===== src/hw/rtl/fsnm_pkg.sv =====
// Shared types and constants for the FAT short-name entry matcher.
// No dependencies; imported by every module of the block.
`default_nettype none

package fsnm_pkg;

  localparam int unsigned NAME_MAX = 12;

  localparam logic [7:0] DELETED_MARK = 8'hE5;
  localparam logic [7:0] ATTR_LFN     = 8'h0F;
  localparam logic [7:0] ATTR_VOLUME  = 8'h08;
  localparam logic [7:0] ATTR_DIR     = 8'h10;
  localparam logic [7:0] SPACE_CHAR   = 8'h20;
  localparam logic [7:0] DOT_CHAR     = 8'h2E;
  localparam logic [7:0] NUL_CHAR     = 8'h00;

  localparam int unsigned ATTR_OFF    = 11;
  localparam int unsigned CL_HIGH_OFF = 'h14;
  localparam int unsigned CL_LOW_OFF  = 'h1A;
  localparam int unsigned SIZE_OFF    = 'h1C;

  localparam logic [3:0] NAME_LEN_MAX = 4'd12;

  typedef enum logic [1:0] {
    STAT_NO_MATCH = 2'd0,
    STAT_MATCH    = 2'd1,
    STAT_END      = 2'd2
  } entry_status_t;

  typedef enum logic [1:0] {
    CFG_TARGET_LOW    = 2'd0,
    CFG_TARGET_HIGH   = 2'd1,
    CFG_TARGET_LENGTH = 2'd2
  } cfg_index_t;

  typedef logic [31:0][7:0] entry_t;
  typedef logic [NAME_MAX-1:0][7:0] name_chars_t;

  typedef struct packed {
    logic        end_mark;
    logic        eligible;
    name_chars_t chars;
    logic [3:0]  len;
  } entry_info_t;

endpackage

`default_nettype wire


===== src/hw/rtl/fsnm_entry_decode.sv =====
// Classifies a directory entry and builds its 8.3 short name, cut at the first NUL.
// Depends on fsnm_pkg.
`default_nettype none

module fsnm_entry_decode (
  input  var fsnm_pkg::entry_t      entry,
  output var fsnm_pkg::entry_info_t info
);
  import fsnm_pkg::*;

  logic [7:0] attr;
  logic [3:0] base_len;
  logic       base_done;
  logic       has_ext;
  logic       ns9;
  logic       ns10;
  logic [3:0] full_len;
  logic [3:0] cut_len;
  logic       cut_done;
  logic [3:0] q;
  name_chars_t chars;

  assign attr = entry[ATTR_OFF];

  always_comb begin
    base_len  = 4'd0;
    base_done = 1'b0;
    for (int i = 0; i < 8; i++) begin
      if (!base_done && entry[i] != SPACE_CHAR) begin
        base_len = base_len + 4'd1;
      end else begin
        base_done = 1'b1;
      end
    end
  end

  assign has_ext  = entry[8] != SPACE_CHAR;
  assign ns9      = entry[9] != SPACE_CHAR;
  assign ns10     = entry[10] != SPACE_CHAR;
  assign full_len = has_ext ? (base_len + 4'd2 + {3'd0, ns9} + {3'd0, ns10}) : base_len;

  always_comb begin
    chars = '0;
    q     = 4'd0;
    for (int p = 0; p < NAME_MAX; p++) begin
      q = 4'(p) - base_len;
      if (4'(p) < base_len) begin
        chars[p] = entry[p];
      end else begin
        case (q)
          4'd0:    chars[p] = DOT_CHAR;
          4'd1:    chars[p] = entry[8];
          4'd2:    chars[p] = ns9 ? entry[9] : entry[10];
          4'd3:    chars[p] = entry[10];
          default: chars[p] = NUL_CHAR;
        endcase
      end
    end
  end

  always_comb begin
    cut_len  = full_len;
    cut_done = 1'b0;
    for (int p = 0; p < NAME_MAX; p++) begin
      if (!cut_done && 4'(p) < full_len && chars[p] == NUL_CHAR) begin
        cut_len  = 4'(p);
        cut_done = 1'b1;
      end
    end
  end

  assign info.end_mark = entry[0] == NUL_CHAR;
  assign info.eligible = entry[0] != DELETED_MARK
                      && (attr & ATTR_LFN) != ATTR_LFN
                      && (attr & ATTR_VOLUME) == 8'h00
                      && (attr & ATTR_DIR) == 8'h00;
  assign info.chars    = chars;
  assign info.len      = cut_len;

endmodule

`default_nettype wire


===== src/hw/rtl/fsnm_target_match.sv =====
// Compares a built short name with the target name and forms the result fields.
// Depends on fsnm_pkg.
`default_nettype none

module fsnm_target_match (
  input  var fsnm_pkg::entry_info_t   info,
  input  var fsnm_pkg::entry_t        entry,
  input  var logic [63:0]             target_chars_low,
  input  var logic [31:0]             target_chars_high,
  input  var logic [3:0]              target_length,
  output var fsnm_pkg::entry_status_t entry_status,
  output var logic [31:0]             first_cluster,
  output var logic [31:0]             file_size
);
  import fsnm_pkg::*;

  name_chars_t tgt;
  logic [3:0]  tgt_len;
  logic        tgt_done;
  logic        chars_eq;
  logic        hit;

  assign tgt = {target_chars_high, target_chars_low};

  always_comb begin
    tgt_len  = 4'd0;
    tgt_done = 1'b0;
    for (int i = 0; i < NAME_MAX; i++) begin
      if (!tgt_done && 4'(i) < target_length) begin
        if (tgt[i] == NUL_CHAR) begin
          tgt_done = 1'b1;
        end else begin
          tgt_len = tgt_len + 4'd1;
        end
      end
    end
  end

  always_comb begin
    chars_eq = 1'b1;
    for (int i = 0; i < NAME_MAX; i++) begin
      if (4'(i) < info.len && tgt[i] != info.chars[i]) begin
        chars_eq = 1'b0;
      end
    end
  end

  assign hit = !info.end_mark && info.eligible && target_length <= NAME_LEN_MAX
            && tgt_len == info.len && chars_eq;

  always_comb begin
    if (info.end_mark) begin
      entry_status = STAT_END;
    end else if (hit) begin
      entry_status = STAT_MATCH;
    end else begin
      entry_status = STAT_NO_MATCH;
    end
  end

  assign first_cluster = hit ? {entry[CL_HIGH_OFF+1], entry[CL_HIGH_OFF],
                                entry[CL_LOW_OFF+1], entry[CL_LOW_OFF]} : 32'd0;
  assign file_size     = hit ? {entry[SIZE_OFF+3], entry[SIZE_OFF+2],
                                entry[SIZE_OFF+1], entry[SIZE_OFF]} : 32'd0;

endmodule

`default_nettype wire


===== src/hw/rtl/fat_short_name_entry_matcher_core.sv =====
// Top level of the FAT short-name entry matcher: config registers, input and result stages.
// Depends on fsnm_pkg, fsnm_entry_decode and fsnm_target_match.
//
//   channel | dir | sideband            | payload
//   in_     | in  | -                   | 256-bit directory entry
//   out_    | out | tuser: entry_status | first_cluster, file_size
//   cfg_    | in  | -                   | register index and data
//
// One beat per cycle unless out_tready stalls; beats pass ent_r, then out_data_r.
// The entry register and the result register hold only one item each, so a stalled
// result backs up through the entry stage to in_tready within the same cycle.
// Reset clears both valid flags and the target registers.
`default_nettype none

module fat_short_name_entry_matcher_core (
  input  var logic         clk,
  input  var logic         rst_n,
  input  var logic         in_tvalid,
  output var logic         in_tready,
  // entry_bytes_0_7, entry_bytes_8_15, entry_bytes_16_23, entry_bytes_24_31
  input  var logic [255:0] in_tdata,
  output var logic         out_tvalid,
  input  var logic         out_tready,
  // first_cluster, file_size
  output var logic [63:0]  out_tdata,
  // entry_status
  output var logic [1:0]   out_tuser,
  input  var logic         cfg_we,
  input  var logic [1:0]   cfg_index,
  input  var logic [63:0]  cfg_data
);
  import fsnm_pkg::*;

  logic [63:0]   tgt_low_r;
  logic [31:0]   tgt_high_r;
  logic [3:0]    tgt_len_r;
  logic          ent_vld_r;
  entry_t        ent_r;
  logic          out_vld_r;
  logic [63:0]   out_data_r;
  logic [1:0]    out_user_r;
  logic          out_adv;
  logic          ent_adv;
  entry_info_t   info;
  entry_status_t status_nxt;
  logic [31:0]   cluster_nxt;
  logic [31:0]   size_nxt;

  always_ff @(posedge clk) begin
    if (!rst_n) begin
      tgt_low_r  <= '0;
      tgt_high_r <= '0;
      tgt_len_r  <= '0;
    end else if (cfg_we) begin
      case (cfg_index)
        CFG_TARGET_LOW:    tgt_low_r  <= cfg_data;
        CFG_TARGET_HIGH:   tgt_high_r <= cfg_data[31:0];
        CFG_TARGET_LENGTH: tgt_len_r  <= cfg_data[3:0];
        default: ;
      endcase
    end
  end

  assign out_adv   = !out_vld_r || out_tready;
  assign ent_adv   = ent_vld_r && out_adv;
  assign in_tready = !ent_vld_r || out_adv;

  always_ff @(posedge clk) begin
    if (!rst_n) begin
      ent_vld_r <= 1'b0;
    end else if (in_tready) begin
      ent_vld_r <= in_tvalid;
    end
  end

  always_ff @(posedge clk) begin
    if (in_tready && in_tvalid) begin
      ent_r <= in_tdata;
    end
  end

  fsnm_entry_decode u_decode (
    .entry (ent_r),
    .info  (info)
  );

  fsnm_target_match u_match (
    .info              (info),
    .entry             (ent_r),
    .target_chars_low  (tgt_low_r),
    .target_chars_high (tgt_high_r),
    .target_length     (tgt_len_r),
    .entry_status      (status_nxt),
    .first_cluster     (cluster_nxt),
    .file_size         (size_nxt)
  );

  always_ff @(posedge clk) begin
    if (!rst_n) begin
      out_vld_r <= 1'b0;
    end else if (out_adv) begin
      out_vld_r <= ent_vld_r;
    end
  end

  always_ff @(posedge clk) begin
    if (ent_adv) begin
      out_data_r <= {size_nxt, cluster_nxt};
      out_user_r <= status_nxt;
    end
  end

  assign out_tvalid = out_vld_r;
  assign out_tdata  = out_data_r;
  assign out_tuser  = out_user_r;

endmodule

`default_nettype wire


===== config.mk =====
export PLATFORM = sky130hd
export DESIGN_NAME = fat_short_name_entry_matcher_core
export DESIGN_NICKNAME = d
export VERILOG_FILES = /design/src/hw/rtl/fsnm_pkg.sv /design/src/hw/rtl/fsnm_entry_decode.sv /design/src/hw/rtl/fsnm_target_match.sv /design/src/hw/rtl/fat_short_name_entry_matcher_core.sv
export SDC_FILE = /design/constraint.sdc
export NUM_CORES = 1
export LEC_CHECK = 0
export ABC_AREA = 1
export BUFFER_PORTS_ARGS = -buffer_cell sky130_fd_sc_hd__buf_2
export CAP_MARGIN = 20
export CORE_MARGIN = 2
export CORE_UTILIZATION = 55
export CTS_CLUSTER_SIZE = 20
export DETAILED_ROUTE_END_ITERATION = 8
export HOLD_SLACK_MARGIN = 0.05
export PLACE_DENSITY = 0.84
export SYNTH_ARGS = -nofsm -noshare
export SYNTH_HDL_FRONTEND = slang
export SYNTH_SLANG_ARGS = --single-unit

===== constraint.sdc =====
create_clock -name clk -period 8.4 [get_ports clk]
set_clock_uncertainty 0.05 [all_clocks]
set_input_delay 1.68 -clock clk [delete_from_list [all_inputs] [get_ports clk]]
set_output_delay 1.68 -clock clk [all_outputs]
set_load 0.02 [all_outputs]

# Word-level counts from Yosys, hierarchy flattened

Index checks and enable logic that the tools add are counted.
W data, S select, Z words.

Memories kept: 0
Word-level logic and storage cells: 434
Bits of input ports: 327
Bits in latches: 0
Output and inout port bits: 68
Memory bits (read-only): 0
Register bits: 328
RAM bits: 0

Div/mod/pow operators: 0
Add/subtract/negate cells: 33
Multiply operators: 0
Shift operators: 0
Magnitude comparators: 49
Equality and inequality tests: 64
Reductions and logical operators: 138
Bitwise logic cells: 0
Mux-type cells: 123

Operators with widths:

| operator              | count |
|---|---|
| $pmux W8 S4           | 12 |
| $logic_not A8 Y1      | 27 |
| $mux W4               | 42 |
| $mux W8               | 13 |
| $eq A4 B2 Y1 const B  | 24 |
| $ne A8 B8 Y1          | 12 |
| $ne A8 B6 Y1 const B  | 11 |
| $add A4 B1 Y4 const B | 18 |
| $lt A3 B4 Y1 const A  | 16 |
| $lt A4 B4 Y1 const A  | 16 |
| $logic_and A1 B1 Y1   | 62 |
| $mux W1               | 56 |
| $eq A4 B1 Y1 const B  | 12 |
| $logic_not A4 Y1      | 12 |
| $lt A1 B4 Y1 const A  | 8 |
| $lt A2 B4 Y1 const A  | 8 |
| $logic_not A1 Y1      | 31 |
| $sub A3 B4 Y4 const A | 4 |
| $sub A4 B4 Y4 const A | 4 |
| $add A4 B1 Y4         | 2 |
| $ne A8 B8 Y1 const B  | 1 |
| $sub A1 B4 Y4 const A | 2 |
| $sub A2 B4 Y4 const A | 2 |
| $reduce_and A2 Y1     | 3 |
| 8 further kinds       | 9 |

# Logic depth before layout (Yosys ltp)

Gate-level depths: netlist (run 1).

Depth in word-level cells: 88
Depth in mapped cells: 59
Depth with buffers taken out: 57

# Cells and area by module

Synthesis (run 1) repeated with hierarchy kept, for this count alone.

Cell total of the unflattened synthesis: 2,667
Area total of the unflattened synthesis: 23,244.8 um2

Modules (own cells, without submodules):

| module                            | cells an instance | sequential area each (um2) | area each (um2) | instances |
|---|---|---|---|---|
| fat_short_name_entry_matcher_core | 985               | 11,711.2                   | 14,051.0        | 1 |
| fsnm_entry_decode                 | 994               | 0.0                        | 5,132.4         | 1 |
| fsnm_target_match                 | 688               | 0.0                        | 4,061.4         | 1 |

# Worst setup path before layout (run 1)

OpenSTA, ideal clock, no wires.

Kind: reg-to-reg
Start: register tgt_low_r[4]
End: register out_user_r[0] (netlist: out_tuser[0]), data pin
Required time: 8.095 ns
Path buffers: 2
Data arrival time: 6.527 ns
Setup slack: 1.568 ns
Cell stages (with the launch flop): 48
Setup time: 0.255 ns
Period minus slack after synthesis: 6.832 ns
Cells stage by stage: dfxtp_1 nor2_1 nand3_1 nor2_1 a21oi_1 ha_1 o21a_1 ha_1 inv_1 o21ai_0 ha_1 nand2_1 nand2_1 ha_1 inv_1 o21ai_1 ha_1 nand3_1 [12 not listed] nand2_1 o21ai_0 inv_1 ha_1 nand2_1 o21ai_1 ha_1 inv_1 nor2_1 xnor2_1 nand3b_1 nand2_1 nand3_1 nor2_1 nand4_1 buf_6 buf_6 inv_2

Word-level cells in the longest chain between the ends: 40
Elaborated cells on any way between the ends: 98
Those cells by class: add/sub (11); eq/ne (2); mux (59); reduce/logical (26)

Ends and longest elaborated chain:

| element                                                  | line                                             | RTL |
|---|---|---|
| start, declared                                          | fat_short_name_entry_matcher_core.sv:34          | `logic [63:0] tgt_low_r;` |
| start signal, assigned                                   | fat_short_name_entry_matcher_core.sv:56          | `CFG_TARGET_LOW: tgt_low_r <= cfg_data;` |
| $logic_not A8 Y1                                         | fsnm_target_match.sv:30                          | `if (tgt[i] == NUL_CHAR) begin` |
| $mux W1                                                  | fsnm_target_match.sv:30                          |  |
| $mux W1                                                  | fsnm_target_match.sv:29                          | `if (!tgt_done && 4'(i) < target_length) begin` |
| $add A4 B1 Y4 / $logic_not A1 Y1 (equally long branches) | fsnm_target_match.sv:33, fsnm_target_match.sv:29 |  |
| $mux W4 / $logic_and A1 B1 Y1 (equally long branches)    | fsnm_target_match.sv:30, fsnm_target_match.sv:29 |  |
| $mux W4 / $mux W1 (equally long branches)                | fsnm_target_match.sv:29                          |  |
| $add A4 B1 Y4 / $logic_not A1 Y1 (equally long branches) | fsnm_target_match.sv:33, fsnm_target_match.sv:29 |  |
| $mux W4 / $logic_and A1 B1 Y1 (equally long branches)    | fsnm_target_match.sv:30, fsnm_target_match.sv:29 |  |
| [24 not listed]                                          | -                                                |  |
| $mux W4 / $mux W1 (equally long branches)                | fsnm_target_match.sv:29                          |  |
| $add A4 B1 Y4 / $logic_not A1 Y1 (equally long branches) | fsnm_target_match.sv:33, fsnm_target_match.sv:29 |  |
| $mux W4 / $logic_and A1 B1 Y1 (equally long branches)    | fsnm_target_match.sv:30, fsnm_target_match.sv:29 |  |
| $mux W4                                                  | fsnm_target_match.sv:29                          |  |
| $eq A4 B4 Y1                                             | fsnm_target_match.sv:49                          | `&& tgt_len == info.len && chars_eq;` |
| $logic_and A1 B1 Y1                                      | fsnm_target_match.sv:49                          |  |
| $logic_and A1 B1 Y1 (*)                                  | fsnm_target_match.sv:49                          |  |
| $mux W1 (*)                                              | fsnm_target_match.sv:54                          | `end else if (hit) begin` |
| end signal, assigned                                     | fat_short_name_entry_matcher_core.sv:109         | `out_user_r <= status_nxt;` |
| end, declared                                            | fat_short_name_entry_matcher_core.sv:41          | `logic [1:0] out_user_r;` |

Every way passes the cells marked *; elsewhere a longest branch is shown, timed or not.
A chain may end at the register's enable or synchronous reset.

# Worst setup path after layout (run 1)

Start: register ent_r[12] (netlist name)
End: register out_data_r[3] (netlist: out_tdata[3]), data pin

Word-level cells in the longest chain between the ends: 87
Elaborated cells on any way between the ends: 265
Those cells by class: add/sub (21); order compare (36); eq/ne (50); mux (73); reduce/logical (85)

Ends and longest elaborated chain:

| element                                                | line                                     | RTL |
|---|---|---|
| start, declared                                        | fat_short_name_entry_matcher_core.sv:38  | `entry_t ent_r;` |
| start signal, assigned                                 | fat_short_name_entry_matcher_core.sv:78  | `ent_r <= in_tdata;` |
| branches (longest 86 deep; another with $add A4 B1 Y4) | -                                        |  |
| $logic_and A1 B1 Y1 (*)                                | fsnm_target_match.sv:49                  |  |
| end signal, assigned                                   | fat_short_name_entry_matcher_core.sv:108 | `out_data_r <= {size_nxt, cluster_nxt};` |
| end, declared                                          | fat_short_name_entry_matcher_core.sv:40  | `logic [63:0] out_data_r;` |

Mark *: on every way between the ends.

==> results of run 1 <==
logic make-up after synthesis:
group           share of synthesized area [%]
compound gates                           11.5
xor+xnor                                 4.47
fa+ha+maj                                1.59
buf+inv                                  8.05
flops                                    47.5
mux                                     0.431
simple gates                             26.5
report_power, final:
| part | total (mW) | internal [mW] | switching, mW |
|---|---|---|---|
| registers | 1.88 | 1.82 | 0.0645 |
| clock network | 1.55 | 0.890 | 0.663 |
| logic | 1.26 | 0.407 | 0.857 |
registers in the layout (all words and copies together) (netlist names):
register    cells
out_tuser       2
ent_vld_r       1
tgt_low_r      64
tgt_len_r       4
out_tdata      64
out_tvalid      1
ent_r         160
tgt_high_r     32
layout make-up:
cell class / count / area (µm²)
clock inverter: 19 / 229
fill: 2654 / 11700
inverter: 311 / 1180
clock buffer: 45 / 923
sequential: 328 / 8830
timing repair buffer: 322 / 1720
multi-input combinational: 1483 / 8340
tap: 448 / 561
stage by stage:
| step | instances | hold slack, ns |
|---|---|---|
| floorplan | 2178 | 0.398 |
| global placement | 2892 | 0.423 |
| detailed placement | 2892 | 0.430 |
| CTS | 2956 | 0.436 |
| global route | 2956 | 0.462 |
| finish | 2956 | 0.439 |
critical path: cells and delay by family, from the launching register on:
kind	cells	cell delay, ns
XOR/XNOR	2	0.33
adder cells (fa/ha/maj)	6	1.51
multiplexers	1	0.19
AND/OR/NAND/NOR	26	3.49
AO/OA/AOI/OAI	3	0.74
flip-flops	1	0.41
buffers and inverters	9	1.04
cell usage after synthesis, types with 6 or more instances:
cell type and instances:
nand2_1 363, nor2_1 281, inv_1 272, edfxtp_1 226, o21ai_0 141, a21oi_1 109
dfxtp_1 102, nand3_1 83, xor2_1 69, nand4_1 64, nor2_4 58, clkbuf_1 33
inv_2 33, nor4_1 29, o21ai_1 27, nor3_1 24, xnor2_1 24, ha_1 22
o22ai_1 22, nor2_2 20, nand2_2 17, nand2_4 12, a22oi_1 11, o221ai_1 11
nand3_2 9, buf_2 8, mux2i_1 8, o2111ai_1 7, buf_6 6, o211ai_1 6
or2_2 6
path summary, 6_finish.rpt:
kind | to | cells after the start
setup / recovery | out_tdata[3] | 47
hold / removal | tgt_high_r[27] | 2
setup reg to reg | out_tdata[3] | 47
hold reg to reg | tgt_high_r[27] | 2
routing by layer:
metal | global-route usage [%] | routed length, µm
met5 | 0 | 0
met2 | 55.5 | 27800
met1 | 42.7 | 23300
met3 | 7.45 | 5920
met4 | 14.1 | 2660
what timing repair did:
action	CTS	global route
setup endpoints to repair	0	65
setup buffers	0	0
resized for setup	0	15
==> flow_summary.ini, run 1 <==
[outcome]
status = finished clean

[routing]
first_iter_violations = 1474
drt_wl_total_mm = 59.7
vias_per_cell = 5.73
routedWlPerCell_um = 20.2
drc = 0
antenna_left = 0
firstDrtPassIters = 6
num_vias = 16900

[clock_tree]
path_clk_slew_ns = 0.07
worstSkewPairLatency_ns = 0.54
clock_sinks = 328
cts_buffers = 35
clock_path_buffers = 3
cts_tree = yes
htreeDepth = 2
clk_root_buffer_cell = clkbuf_16
holdBufCountCts = 0

[logic_synthesis]
synth_warnings = 0
ys_types = 69
synth.area.top_cells = edfxtp_1 (36%), dfxtp_1 (11%), nand2_1 (7.3%)
synth_area_mm2 = 0.0186
synth_cells = 2178
synth_area_leader_cell = edfxtp_1
syn_avg_cell_area_um2 = 8.54
ys.flop_type = edfxtp_1
ys_seq_area_share_pct = 47.5
synth-edff-count = 226
syn_nets = 2528
synth_largest_type_area_fraction_pct = 36.5
synthArstFlopShare_pct = 0
synth_seq_cells = 328

[placed_design]
post-dp-hpwl_mm = 44.2
pre_cts_slack_ns = 0.397
place_area_mm2 = 0.0206
gp_congestion = 1.03
portBuffers = 298

[power]
p_leak_nw = 9.80
ir_worst_vdd_uv = 177
power_mw = 4.70
pwr_density_cell_mw_per_mm2 = 216

[setup_path]
slowest_stage = nor4_1
reg2reg_from = ent_r[12]
startpoint = ent_r[12]
path_max_fanout = 10
required_ns = 8.74
cp-start-kind = register
slowest_delay_ns = 0.42
cpMostUsedCell = nand2_1
regToRegSetupSlack_ns = 0.45
end_kind = register
arrival_ns = 8.28
path_class = reg -> reg

[final_layout]
fin_util_pct = 65.1
areaGrowthSynthToFinish_pct = 17.1
n_antenna_cell = 0
final_nets = 2831
final_layout_size_suffix_gt1_share_pct = 22.8
layout_common_cells = nand2_1 (363), buf_2 (298), nor2_1 (277)
design_area_mm2 = 0.0218
final_common_cell = nand2_1

[timing]
max_freq_mhz = 126
hold_viol = 0
finalCritPeriodShare_pct = 94.6
setup_violations = 0
tns_ns = 0
slew_viol_final = 0
setup_slack_ns = 0.453
slew_headroom_pct = 37.0
fin_crit_ns = 7.95
rsz0062_at_grt = no
worst_pin_slew_ns = 0.945

[die]
die_y_um = 188
die-area_mm2 = 0.0353
rows = 67
fp.dieW_um = 188
initial_core_util_pct = 55.6
ios = 395
fp.coreArea_mm2 = 0.0334

[global_routing]
grt_pass1_vias = 16400
antenna_found_initial = 0
overflow = 0
grt_max_degree = 102
grt_pass1_wl_mm = 91.9
grtUsageTotal_pct = 33.6

[min_path]
hold_class = reg -> reg
hold_path.startpoint = tgt_high_r[27]

[run]
maxCapViolations = 0
No activity file was read; power rests on OpenSTA's default activity.
==> run 2: changes to the inputs <==
--- a/config.mk
+++ b/config.mk
@@ -12,6 +12,7 @@
 export CORE_UTILIZATION = 55
 export CTS_CLUSTER_SIZE = 20
 export DETAILED_ROUTE_END_ITERATION = 8
+export GPL_TIMING_DRIVEN = 0
 export HOLD_SLACK_MARGIN = 0.05
 export PLACE_DENSITY = 0.84
 export SYNTH_ARGS = -nofsm -noshare
==> flow_summary.ini, run 2 (same netlist as run 1, synthesis figures left out) <==
[outcome]
status = finished clean

[final_layout]
multi_input_area_mm2 = 0.00832
areaGrowthSynthToFinish_pct = 17.7
fin_util_pct = 65.4
final_common_cell = nand2_1
top_register = ent_r
seq_area_mm2 = 0.00883
final_nets = 2866
final.fill_count = 2682
largest_reg_flops = 160
final_layout_size_suffix_gt1_share_pct = 22.4
layout_common_cells = nand2_1 (363), buf_2 (305), nor2_1 (277)

[power]
p_clk_share_pct = 32.2
internal_power_mw = 3.07
ir_worst_vdd_uv = 173
seqPwrFrac_pct = 40.0
power_frac_comb_pct = 27.9
p_sw_mw = 1.62
p_leak_nw = 9.83
power_mw = 4.69
pwr_density_cell_mw_per_mm2 = 214
sw_frac_of_total_pct = 34.5

[routing]
first_iter_violations = 1854
antenna_left = 0
firstDrtPassIters = 6
drc = 0
num_vias = 17200
vias_per_cell = 5.76
drt_wl_total_mm = 62.4
routedWlPerCell_um = 20.9

[timing]
slew_headroom_pct = 29.9
max_freq_mhz = 126
slew_viol_final = 0
worst_pin_slew_ns = 1.05
finalCritPeriodShare_pct = 94.4
fin_crit_ns = 7.93
hold_viol = 0
setup_violations = 0

[clock_tree]
clock_path_buffers = 3
worstSkewPairLatency_ns = 0.57
clk_root_buffer_cell = clkbuf_16
cts_buffers = 35
clock_sinks = 328
path_clk_slew_ns = 0.06
holdBufCountCts = 0
htreeDepth = 2
cts_tree = yes

[setup_path]
path_class = reg -> reg
end_kind = register
path_max_fanout = 10
arrival_ns = 8.20
slowest_stage = edfxtp_1
slowest_delay_ns = 0.47
cp-start-kind = register
cpMostUsedCell = nand2_1
required_ns = 8.67

[die]
fp.coreArea_mm2 = 0.0334
die_y_um = 188
ios = 395
initial_core_util_pct = 55.6
fp.dieW_um = 188
die-area_mm2 = 0.0353
rows = 67

[placed_design]
post-dp-hpwl_mm = 47.9
gp_congestion = 0.996
portBuffers = 297

[global_routing]
grt_pass1_vias = 16500
grt_pass1_wl_mm = 93.9
grt_max_degree = 94
grtUsageTotal_pct = 35.0
overflow = 0
antenna_found_initial = 0

[min_path]
hold_class = reg -> reg

[run]
maxCapViolations = 0
run 2: changes by cell type in the layout (fill, tap and decap cells not counted), sizes merged:
cell | before | now
inv | 311 | 310
bufinv | 3 | 1
diode | 0 | 2
clkinvlp | 2 | 3
buf | 322 | 323
clkbuf | 45 | 81
run 2: final timing paths:
path | from | to | depth (start not counted) | slack (ns)
worst max register to register | ent_r[4] | out_tdata[54] | 49 | 0.47
worst max-delay path | ent_r[4] | out_tdata[54] | 49 | 0.47
worst min-delay path | tgt_high_r[27] | tgt_high_r[27] | 2 | 0.43
worst min register to register | tgt_high_r[27] | tgt_high_r[27] | 2 | 0.43
run 2: power by group through the flow:
stage                     Clock (mW)  Combinational, mW  Sequential (mW)
after floorplan                    0              0.886             1.90
after global placement             0               1.22             1.91
after detailed placement           0               1.26             1.90
after CTS                       1.52               1.27             1.87
after global routing            1.58               1.43             1.88
final                           1.51               1.31             1.87
run 2: worst max-delay path, delay by kind of cell (launching register included):
family                   cells  cell delay, ns
buffers and inverters       12            1.47
flip-flops                   1            0.47
AND/OR/NAND/NOR             26            3.24
adder cells (fa/ha/maj)      6            1.54
AO/OA/AOI/OAI                5            0.90
run 2: through the flow:
stage,worst slack [ns],instances,TNS [ns],hold WS [ns],instance area [µm²]
after floorplan,1.57,2178,0,0.398,18600
after global placement,0.647,2923,0,0.406,20600
after detailed placement,0.260,2926,0,0.417,20700
after CTS,0.200,2990,0,0.426,21800
after global routing,-0.0226,2991,-0.350,0.462,21900
final,0.470,2993,0,0.431,21900
run 2: area by class of cell:
type,count,area share [%]
diodes,2,0.0229
plain buffers,56,1.50
clock buffers,47,4.30
clock inverters,17,0.715
inverters,311,5.39
multi-input cells,1483,38.0
flip-flops and latches,328,40.3
well taps,448,2.56
repair buffers,301,7.14
run 2: what timing repair did:
item | in CTS | in global routing
setup buffers | 0 | 1
endpoints found under the setup margin | 0 | 65
gates resized for setup | 0 | 14
run 2: layer usage:
layer  track usage (%)  wire [µm]  vias to the layer above
li1                  -          -                     7988
met1              45.6      24800                     8032
met2              57.0      28300                     1025
met3              6.44       6320                      186
met4              15.7       2970                        0
met5                 0          0                        -
